## config.mk

```make
export PLATFORM = sky130hd
export DESIGN_NAME = aop_ctrl
export DESIGN_NICKNAME = d
export VERILOG_FILES = /design/src/hw/rtl/aop_pkg.sv /design/src/hw/rtl/aop_ctrl.sv
export SDC_FILE = /design/constraint.sdc
export NUM_CORES = 1
export LEC_CHECK = 0
export ABC_CLOCK_PERIOD_IN_PS = 3900
export BUFFER_PORTS_ARGS = -buffer_cell sky130_fd_sc_hd__buf_2
export CAP_MARGIN = 20
export CORE_MARGIN = 2
export CORE_UTILIZATION = 35
export CTS_CLUSTER_DIAMETER = 80
export DETAILED_ROUTE_END_ITERATION = 8
export PLACE_DENSITY = 0.58
export SLEW_MARGIN = 10
export SYNTH_ARGS = -nofsm -noshare
export SYNTH_HDL_FRONTEND = slang
export SYNTH_SLANG_ARGS = --single-unit
```

## constraint.sdc

```tcl
create_clock -name clk -period 3.9 [get_ports clk]
set_input_delay 0.195 -clock clk [delete_from_list [all_inputs] [get_ports clk]]
set_output_delay 0.195 -clock clk [all_outputs]
set_load 0.01 [all_outputs]
```

## src/hw/rtl/aop_pkg.sv

```systemverilog
`default_nettype none
package aop_pkg;

	localparam int MAX_STEPS_DEF = 4096;
	localparam int SUM_W = 48;
	localparam int DIV_STEPS = SUM_W;
	localparam int CFG_IDX_W = 3;
	localparam int CFG_DATA_W = 32;

	localparam logic [31:0] SPOT_RESET = 32'd6553600;
	localparam logic [12:0] STEPS_RESET = 13'd252;
	localparam logic [30:0] LOG2E_Q30 = 31'd1549082005;
	localparam logic [29:0] LN2_Q30 = 30'd744261118;
	localparam logic [30:0] ONE_Q30 = 31'h4000_0000;
	localparam logic [30:0] HALF_Q30 = 31'h2000_0000;
	localparam logic [31:0] U32_MAX = 32'hFFFF_FFFF;
	localparam logic [SUM_W-1:0] SUM_MAX = {SUM_W{1'b1}};
	localparam logic [3:0] EXP_LIN_IDX = 4'd8;

	typedef enum logic [CFG_IDX_W-1:0] {
		REG_SPOT, REG_STRIKE, REG_DRIFT, REG_VOL,
		REG_STEPS, REG_AVG_START, REG_FLOAT, REG_PUT
	} cfg_reg_t;

	typedef struct packed {
		logic [31:0] spot;
		logic [31:0] strike;
		logic signed [23:0] drift;
		logic signed [23:0] vol;
		logic [12:0] steps;
		logic signed [12:0] avg_start;
		logic floating;
		logic put;
	} cfg_t;

	typedef enum logic [3:0] {
		OP_NONE, OP_LOAD, OP_LOG, OP_LIN, OP_EXP, OP_PRICE,
		OP_UPDATE, OP_DIV_INIT, OP_DIV_STEP, OP_FINISH
	} op_t;

	typedef struct packed {
		op_t op;
		logic [3:0] exp_idx;
	} cmd_t;

	typedef struct packed {
		logic path_end;
	} sts_t;

	typedef struct packed {
		logic [31:0] path_payoff;
		logic [SUM_W-1:0] payoff_accum;
		logic [31:0] paths_done;
		logic empty_average;
	} res_t;

	// 2^(2^-(i+1)) in Q1.30.
	function automatic logic [30:0] pow2_tab(input logic [2:0] i);
		logic [30:0] v;
		case (i)
			3'd0: v = 31'd1518500250;
			3'd1: v = 31'd1276901417;
			3'd2: v = 31'd1170923762;
			3'd3: v = 31'd1121280436;
			3'd4: v = 31'd1097253708;
			3'd5: v = 31'd1085434106;
			3'd6: v = 31'd1079572136;
			default: v = 31'd1076653033;
		endcase
		return v;
	endfunction

endpackage
`default_nettype wire

```

## src/hw/rtl/aop_ctrl.sv

```systemverilog
`default_nettype none
module aop_ctrl (
	input wire logic clk,
	input wire logic arst_n,
	input wire logic in_valid,
	output logic in_ready,
	input wire logic out_free,
	input wire aop_pkg::sts_t sts,
	output aop_pkg::cmd_t cmd
);

	typedef enum logic [3:0] {
		S_IDLE, S_LOG, S_LIN, S_EXP, S_PRICE, S_UPDATE, S_DIV_INIT, S_DIV, S_FINISH
	} state_t;

	state_t state_q;
	logic [5:0] cnt_q;

	assign in_ready = (state_q == S_IDLE);

	always_comb begin
		cmd.op = aop_pkg::OP_NONE;
		cmd.exp_idx = cnt_q[3:0];
		unique case (state_q)
			S_IDLE: if (in_valid) cmd.op = aop_pkg::OP_LOAD;
			S_LOG: cmd.op = aop_pkg::OP_LOG;
			S_LIN: cmd.op = aop_pkg::OP_LIN;
			S_EXP: cmd.op = aop_pkg::OP_EXP;
			S_PRICE: cmd.op = aop_pkg::OP_PRICE;
			S_UPDATE: cmd.op = aop_pkg::OP_UPDATE;
			S_DIV_INIT: cmd.op = aop_pkg::OP_DIV_INIT;
			S_DIV: cmd.op = aop_pkg::OP_DIV_STEP;
			S_FINISH: if (out_free) cmd.op = aop_pkg::OP_FINISH;
			default: cmd.op = aop_pkg::OP_NONE;
		endcase
	end

	always_ff @(posedge clk or negedge arst_n) begin
		if (!arst_n) begin
			state_q <= S_IDLE;
			cnt_q <= '0;
		end else begin
			unique case (state_q)
				S_IDLE: if (in_valid) state_q <= S_LOG;
				S_LOG: state_q <= S_LIN;
				S_LIN: begin
					state_q <= S_EXP;
					cnt_q <= '0;
				end
				S_EXP: begin
					if (cnt_q[3:0] == aop_pkg::EXP_LIN_IDX) state_q <= S_PRICE;
					cnt_q <= cnt_q + 6'd1;
				end
				S_PRICE: state_q <= S_UPDATE;
				S_UPDATE: state_q <= sts.path_end ? S_DIV_INIT : S_IDLE;
				S_DIV_INIT: begin
					state_q <= S_DIV;
					cnt_q <= '0;
				end
				S_DIV: begin
					if (cnt_q == 6'(aop_pkg::DIV_STEPS - 1)) state_q <= S_FINISH;
					cnt_q <= cnt_q + 6'd1;
				end
				S_FINISH: if (out_free) state_q <= S_IDLE;
				default: state_q <= S_IDLE;
			endcase
		end
	end

	a_accept_drops_ready: assert property (@(posedge clk) disable iff (!arst_n)
		in_valid && in_ready |=> !in_ready)
		else $error("ready stayed high after a word was accepted");
	a_div_count: assert property (@(posedge clk) disable iff (!arst_n)
		state_q == S_DIV |-> cnt_q < 6'(aop_pkg::DIV_STEPS))
		else $error("divider step count overran");
	a_finish_done: assert property (@(posedge clk) disable iff (!arst_n)
		state_q == S_FINISH && out_free |=> state_q == S_IDLE)
		else $error("finish did not return to idle");

endmodule
`default_nettype wire

```

==> impl_metrics.csv, run 1 <==
group,metric,value,unit
run_status,status,"finished clean",
flow_run,drv_cap,0,
clocking,cts_max_path_buffers,2,
yosys,synth_cell_type_count,26,
die,chipWidth,48.2,µm
clocking,cts.root.buffer_cell,"clkbuf_4",
power_and_ir_drop,comb_power_share,0.475,
yosys,edff_count_synth,0,
min_path,min_path_cells,2,
power_and_ir_drop,power.internal,0.000322,W
yosys,synth_area_per_cell,8.45,µm²
worst_setup_path,critical_path.reg2reg.endpoint,"cnt_q[5]",
drt,finalWirelength,1.35,mm
worst_setup_path,crit_arrival,1.66,ns
die,placement_rows,15,
power_and_ir_drop,clkPwrFrac,0.155,
placement,place.detailed.hpwl,1.02,mm
die,starting_density_of_the_core,0.384,
timing,grt_setup_unrepaired,"no",
yosys,async_flop_share,1.00,
placement,placed_cell_area,716,µm²
timing,setup_violations,0,
timing,timing.final.crit_period,1.85,ns
clocking,htree_num_levels,1,
worst_setup_path,crit_required,3.70,ns
timing,worst-slew-pin-transition,0.398,ns
power_and_ir_drop,p_sw_frac,0.456,
finish,final_core_util,0.427,
worst_setup_path,ff2ff_path_depth,4,
timing,hold_viol,0,
yosys,ys_top_cells_by_count,"dfrtp_1 (10), nand2_1 (10), o21ai_0 (9)",
grt,antenna_violations_before_repair,0,
power_and_ir_drop,power,0.000591,W
grt,grt_pass1_vias,491,
min_path,hold_path_class,"input port to register",
die,die_area,0.00233,mm²
clocking,clock-sinks,10,
die,design.core.area,0.00178,mm²
timing,relSlewSlack,0.734,
clocking,post-cts-setup-buffers,0,
min_path,worstHoldEndpoint,"state_q[3]",
finish,finish.net_count,98,
finish,antennaDiodeCount,0,
die,die_height,48.2,µm
die,io_count,14,
finish,drive_gt1_frac,0.233,
finish,syn_to_final_growth,11.3,%
timing,timing.final.max_slew_violations,0,
grt,globalRouteTotalUtil,0.138,
drt,drt_iter0_markers,10,
timing,finClkSkew,0.00196,ns
drt,drt-pass1-iter-count,4,
grt,grt_remaining_overflow,0,
finish,layout_fillers,177,
worst_setup_path,critical_path.max_fanout,11,
clocking,cts_inserted_buffers,3,
clocking,insertion_delay_to_the_later_sink_of_the_worst_skew_pair,0.26,ns
drt,routed_via_density,5.08,
clocking,clk_slew_on_worst_s_h_paths,0.06,ns
yosys,syn-instance-count,81,
yosys,synth_top_area_share,0.366,
worst_setup_path,startpoint_type,"register",
yosys,synth_fp_nets,88,
worst_setup_path,critical_path.endpoint_type,"primary output",
min_path,worst_hold_startpoint,"out_free",
yosys,yosysSeqAreaShare,0.366,
yosys,ys_ff_latch,10,
placement,port_buffers,13,
timing,setup-tns-final,0,ns
worst_setup_path,startpoint,"state_q[0]",
placement,finalWeightedCongestion,0.766,
drt,drt.antenna.violating_nets,0,
yosys,ys.flop_type,"dfrtp_1",
power_and_ir_drop,ir_drop_worst_vdd,0.328,mV
drt,drc,0,
yosys,synth_warnings,0,
worst_setup_path,critPathKind,"register to primary output",
worst_setup_path,worst_r2r_startpoint,"state_q[3]",
worst_setup_path,regToRegSetupSlack,2.29,ns
timing,final.period_utilization,0.475,
grt,grt_start_max_net_pins,12,
power_and_ir_drop,pwr-share-seq,0.370,
clocking,cts_tree,"built",
finish,stdcell_area,762,µm²
yosys,synth.top_cells.by_area,"dfrtp_1 (37%), o21ai_0 (6.6%), buf_4 (6.6%), nand2_1 (5.5%), inv_1 (3.8%)",
power_and_ir_drop,netSwitchingPower,0.000270,W
timing,timing.fmax,540,MHz
yosys,yosys.area.top_type,"dfrtp_1",
power_and_ir_drop,powerDensity,776,mW/mm²
power_and_ir_drop,power.static_leakage,0.347,nW
yosys,post_synth_design_cell_area,684,µm²
grt,first_pass_grt_wire_length,2.16,mm
drt,routed_wire_length_per_instance,11.7,µm
drt,dr_total_vias,584,
[kinds of logic (layout without fill, tap and decap cells)]
kind of cell	Yosys count	in the layout	share of synthesized area
AND/OR/NAND/NOR	29	29	0.221
flip-flops	10	10	0.366
adder cells (fa/ha/maj)	2	2	0.0366
AO/OA/AOI/OAI	22	22	0.218
XOR/XNOR	2	2	0.0256
buffers and inverters	16	25	0.133
[area by class of cell]
class / instances / area [µm²] / share of cell area
Clock buffer: 4 / 36.3 / 0.0476
Inverter: 7 / 26.3 / 0.0345
Multi-Input combinational cell: 55 / 343 / 0.450
Sequential cell: 10 / 250 / 0.328
Tap cell: 25 / 31.3 / 0.0411
Timing Repair Buffer: 14 / 75.1 / 0.0985
[worst max-delay path by stage]
stage / endpoint / slack, ns / cells after the start
5_1_grt: cmd[7] / 1.94 / 4
2_1_floorplan: state_q[0] / 2.47 / 5
3_3_place_gp: cnt_q[5] / 2.32 / 4
6_report: cmd[7] / 2.05 / 4
3_5_place_dp: cnt_q[5] / 2.28 / 4
4_1_cts: cmd[7] / 2.05 / 4
[metal layers]
metal	track usage	up-vias	routed length, µm
li1	-	296	-
met2	0.208	12	627
met3	0.0815	2	76
met1	0.168	274	637
met4	0.0324	0	6
met5	0	-	0
[repair_timing]
action	CTS	global route
hold buffers	1	0
gates resized for setup	0	0
hold endpoints to repair	10	0
[per-stage QoR]
stage | hold WS [ns] | instances | worst slack [ns]
2_1_floorplan | -0.101 | 81 | 2.47
3_3_place_gp | 0.0734 | 110 | 2.32
3_5_place_dp | 0.0715 | 110 | 2.28
4_1_cts | 0.141 | 115 | 2.05
5_1_grt | 0.145 | 115 | 1.94
6_report | 0.150 | 115 | 2.05
[cell usage in the layout (no fill, tap or decap), drive strengths merged]
| master | count |
|---|---|
| buf | 13 |
| nand2 | 10 |
| dfrtp | 10 |
| o21ai | 9 |
| inv | 7 |
| nor2 | 6 |
| clkbuf | 4 |
| nor3 | 3 |
| a21oi | 3 |
| a211oi | 3 |
| or3 | 2 |
| xnor2 | 2 |
| nand3 | 2 |
| nand2b | 2 |
| a22o | 2 |
| nand4 | 2 |
| ha | 2 |
| o32a | 1 |
| or4 | 1 |
| a311oi | 1 |
| or3b | 1 |
| o211ai | 1 |
| o41ai | 1 |
| o32ai | 1 |
| dlygate4sd3 | 1 |
[worst max-delay path: stages, from the launching register on]
cell	delay, ns
dfrtp_1	0.58
nand2_1	0.20
or3_1	0.38
o21ai_0	0.08
buf_2	0.15
[flip-flops by register name, summed over array words and instances, names as in the netlist]
signal,flops
cnt_q,6
state_q,4
[power groups by stage]
stage | Clock (W) | Combinational (W) | Sequential (W)
floorplan | 0 | 0.000270 | 0.000176
global placement | 0 | 0.000281 | 0.000218
detailed placement | 0 | 0.000282 | 0.000219
CTS | 0.0000955 | 0.000284 | 0.000217
global route | 0.000103 | 0.000321 | 0.000226
finish | 0.0000916 | 0.000281 | 0.000219
No activity file was read; power rests on OpenSTA's default activity.
==> run 2: changes to the inputs <==
--- a/config.mk
+++ b/config.mk
@@ -5,7 +5,7 @@
 export SDC_FILE = /design/constraint.sdc
 export NUM_CORES = 1
 export LEC_CHECK = 0
-export ABC_CLOCK_PERIOD_IN_PS = 3900
+export ABC_CLOCK_PERIOD_IN_PS = 1900
 export BUFFER_PORTS_ARGS = -buffer_cell sky130_fd_sc_hd__buf_2
 export CAP_MARGIN = 20
 export CORE_MARGIN = 2
==> constraint.sdc (replaced) <==
create_clock -name clk -period 1.9 [get_ports clk]
set_input_delay 0.095 -clock clk [delete_from_list [all_inputs] [get_ports clk]]
set_output_delay 0.095 -clock clk [all_outputs]
set_load 0.01 [all_outputs]
==> run 2 against run 1 <==
  * Clock power is 120% higher
  * Largest cell class unchanged
  * Final cell count is 1.7% higher
  * Via count is 4.3% higher
  * Clock skew is 0.0049 ns higher
  * Worst setup slack worse by 1.9 ns
  * Combinational power is 120% higher
  * Critical path depth stayed put
  * Sequential share of layout area is 0.63 points lower
  * Register-to-register slack worse by 1.9 ns
  * Non-clock buffer count is 2 higher
  * First-iteration DRC count is 60% higher
  * Utilization is 0.84 points higher
  * Critical endpoint unchanged
==> impl_metrics.csv, run 2 (synthesized netlist as in run 1, its figures left out) <==
group,metric,value,unit
worst_setup_path,worst_r2r_startpoint,"cnt_q[0]",
timing,setup_violations,0,
grt,grt_start_max_net_pins,12,
worst_setup_path,critical_path.endpoint_type,"primary output",
clocking,cts_max_path_buffers,2,
worst_setup_path,regToRegSetupSlack,0.37,ns
power_and_ir_drop,pwr-share-seq,0.351,
power_and_ir_drop,power.static_leakage,0.356,nW
min_path,worstHoldEndpoint,"state_q[3]",
die,chipWidth,48.2,µm
timing,timing.fmax,569,MHz
power_and_ir_drop,ir_drop_worst_vdd,0.630,mV
drt,routed_wire_length_per_instance,12.4,µm
placement,place.detailed.hpwl,1.05,mm
timing,timing.final.max_slew_violations,0,
finish,antennaDiodeCount,0,
clocking,post-cts-setup-buffers,0,
worst_setup_path,cpPeakStageDelay,0.56,ns
power_and_ir_drop,powerDensity,1610,mW/mm²
clocking,cts_tree,"built",
power_and_ir_drop,comb_power_share,0.492,
drt,drt.antenna.violating_nets,0,
worst_setup_path,startpoint_type,"register",
worst_setup_path,ff2ff_path_depth,5,
die,io_count,14,
timing,setup-tns-final,0,ns
finish,final_core_util,0.436,
clocking,insertion_delay_to_the_later_sink_of_the_worst_skew_pair,0.27,ns
drt,drt-pass1-iter-count,4,
grt,globalRouteTotalUtil,0.156,
finish,layout_commonest_cell,"buf_2",
worst_setup_path,critical_path.max_fanout,11,
grt,grt_remaining_overflow,0,
clocking,cts_inserted_buffers,3,
worst_setup_path,crit_required,1.80,ns
worst_setup_path,crit_path_top_delay_cell,"dfrtp_1",
worst_setup_path,critical_path.reg2reg.endpoint,"state_q[0]",
clocking,htree_num_levels,1,
drt,drt_iter0_markers,16,
clocking,cts.root.buffer_cell,"clkbuf_4",
drt,routed_via_density,5.21,
timing,timing.final.crit_period,1.76,ns
drt,drc,0,
die,die_height,48.2,µm
min_path,hold_path_class,"input port to register",
power_and_ir_drop,netSwitchingPower,0.000565,W
timing,final_worst_setup_slack,0.144,ns
die,starting_density_of_the_core,0.384,
timing,hold_viol,0,
finish,drive_gt1_frac,0.250,
power_and_ir_drop,p_sw_frac,0.452,
die,placement_rows,15,
placement,pre_cts_slack,0.378,ns
finish,reg_top3,"cnt_q x6, state_q x4",
timing,worst-slew-pin-transition,0.367,ns
timing,finClkSkew,0.00685,ns
timing,grt_setup_unrepaired,"no",
finish,most-common-layout-cells,"buf_2 (13), nand2_1 (10), dfrtp_1 (10)",
worst_setup_path,worstPathCellList,"nand2_1 -> or3_1 -> o21ai_0 -> buf_2",
power_and_ir_drop,clkPwrFrac,0.158,
min_path,min_path_cells,2,
run_status,status,"finished clean",
worst_setup_path,critPathKind,"register to primary output",
drt,dr_total_vias,609,
placement,port_buffers,13,
die,design.core.area,0.00178,mm²
grt,first_pass_grt_wire_length,2.48,mm
drt,finalWirelength,1.45,mm
clocking,clk_slew_on_worst_s_h_paths,0.07,ns
placement,finalWeightedCongestion,0.762,
finish,syn_to_final_growth,13.5,%
flow_run,drv_cap,0,
die,die_area,0.00233,mm²
grt,antenna_violations_before_repair,0,
finish,regMostFlops,"cnt_q",
timing,final.period_utilization,0.924,
grt,grt_pass1_vias,528,
timing,relSlewSlack,0.756,
worst_setup_path,crit_arrival,1.66,ns
clocking,clock-sinks,10,
power_and_ir_drop,power.internal,0.000685,W
min_path,worst_hold_startpoint,"out_free",
finish,finish.net_count,100,
finish,largest_reg_flops,6,
run 2: changes by cell type in the layout (fill, tap and decap cells not counted), sizes merged:
cell	delta
buf	+2
run 2: layout make-up:
class	instances	area (µm²)
multi-input combinational	55	343
inverter	7	26.3
fill	187	1010
timing repair buffer	16	90.1
tap	25	31.3
clock buffer	4	36.3
sequential	10	250
run 2: critical path: cells and delay by family (launching register included):
kind            cells  cell delay (ns)
simple gates        2             0.60
buf+inv             1             0.14
flops               1             0.56
compound gates      1             0.08
run 2: per-layer routing:
layer / wire length (µm) / vias up / share of wire / track usage
met5: 0 / - / 0 / 0
met4: 6 / 0 / 0.0041 / 0.0486
met3: 98 / 2 / 0.067 / 0.0556
met2: 691 / 20 / 0.48 / 0.226
met1: 657 / 282 / 0.45 / 0.217
li1: - / 305 / - / -
run 2: stage by stage:
step           total power, W  instances  hold slack, ns  instance area [µm²]
4_1_cts               0.00126        117          0.0242                  777
5_1_grt               0.00139        117          0.0166                  777
3_3_place_gp          0.00106        112         -0.0293                  731
2_1_floorplan        0.000916         81          -0.201                  684
6_report              0.00125        117          0.0354                  777
3_5_place_dp          0.00106        112         -0.0280                  731
run 2: power groups by stage:
stage | Combinational, W | Clock (W) | Sequential [W]
finish | 0.000615 | 0.000197 | 0.000438
global route | 0.000717 | 0.000217 | 0.000457
global placement | 0.000615 | 0 | 0.000440
detailed placement | 0.000617 | 0 | 0.000439
CTS | 0.000621 | 0.000205 | 0.000437
floorplan | 0.000555 | 0 | 0.000362
run 2: worst max-delay path by stage:
stage | start | to | slack, ns | cells after the start
after floorplan | cnt_q[0] | state_q[0] | 0.47 | 5
after global placement | state_q[1] | state_q[2] | 0.40 | 4
after detailed placement | cnt_q[0] | state_q[0] | 0.38 | 5
after CTS | state_q[1] | cmd[7] | 0.14 | 4
after global routing | state_q[1] | cmd[7] | 0.0001 | 4
final | state_q[1] | cmd[7] | 0.14 | 4
run 2: repair_timing:
item | CTS | global route
endpoints found under the setup margin | 0 | 0
resized for setup | 0 | 0
hold buffers | 1 | 0
endpoints found under the hold margin | 10 | 0
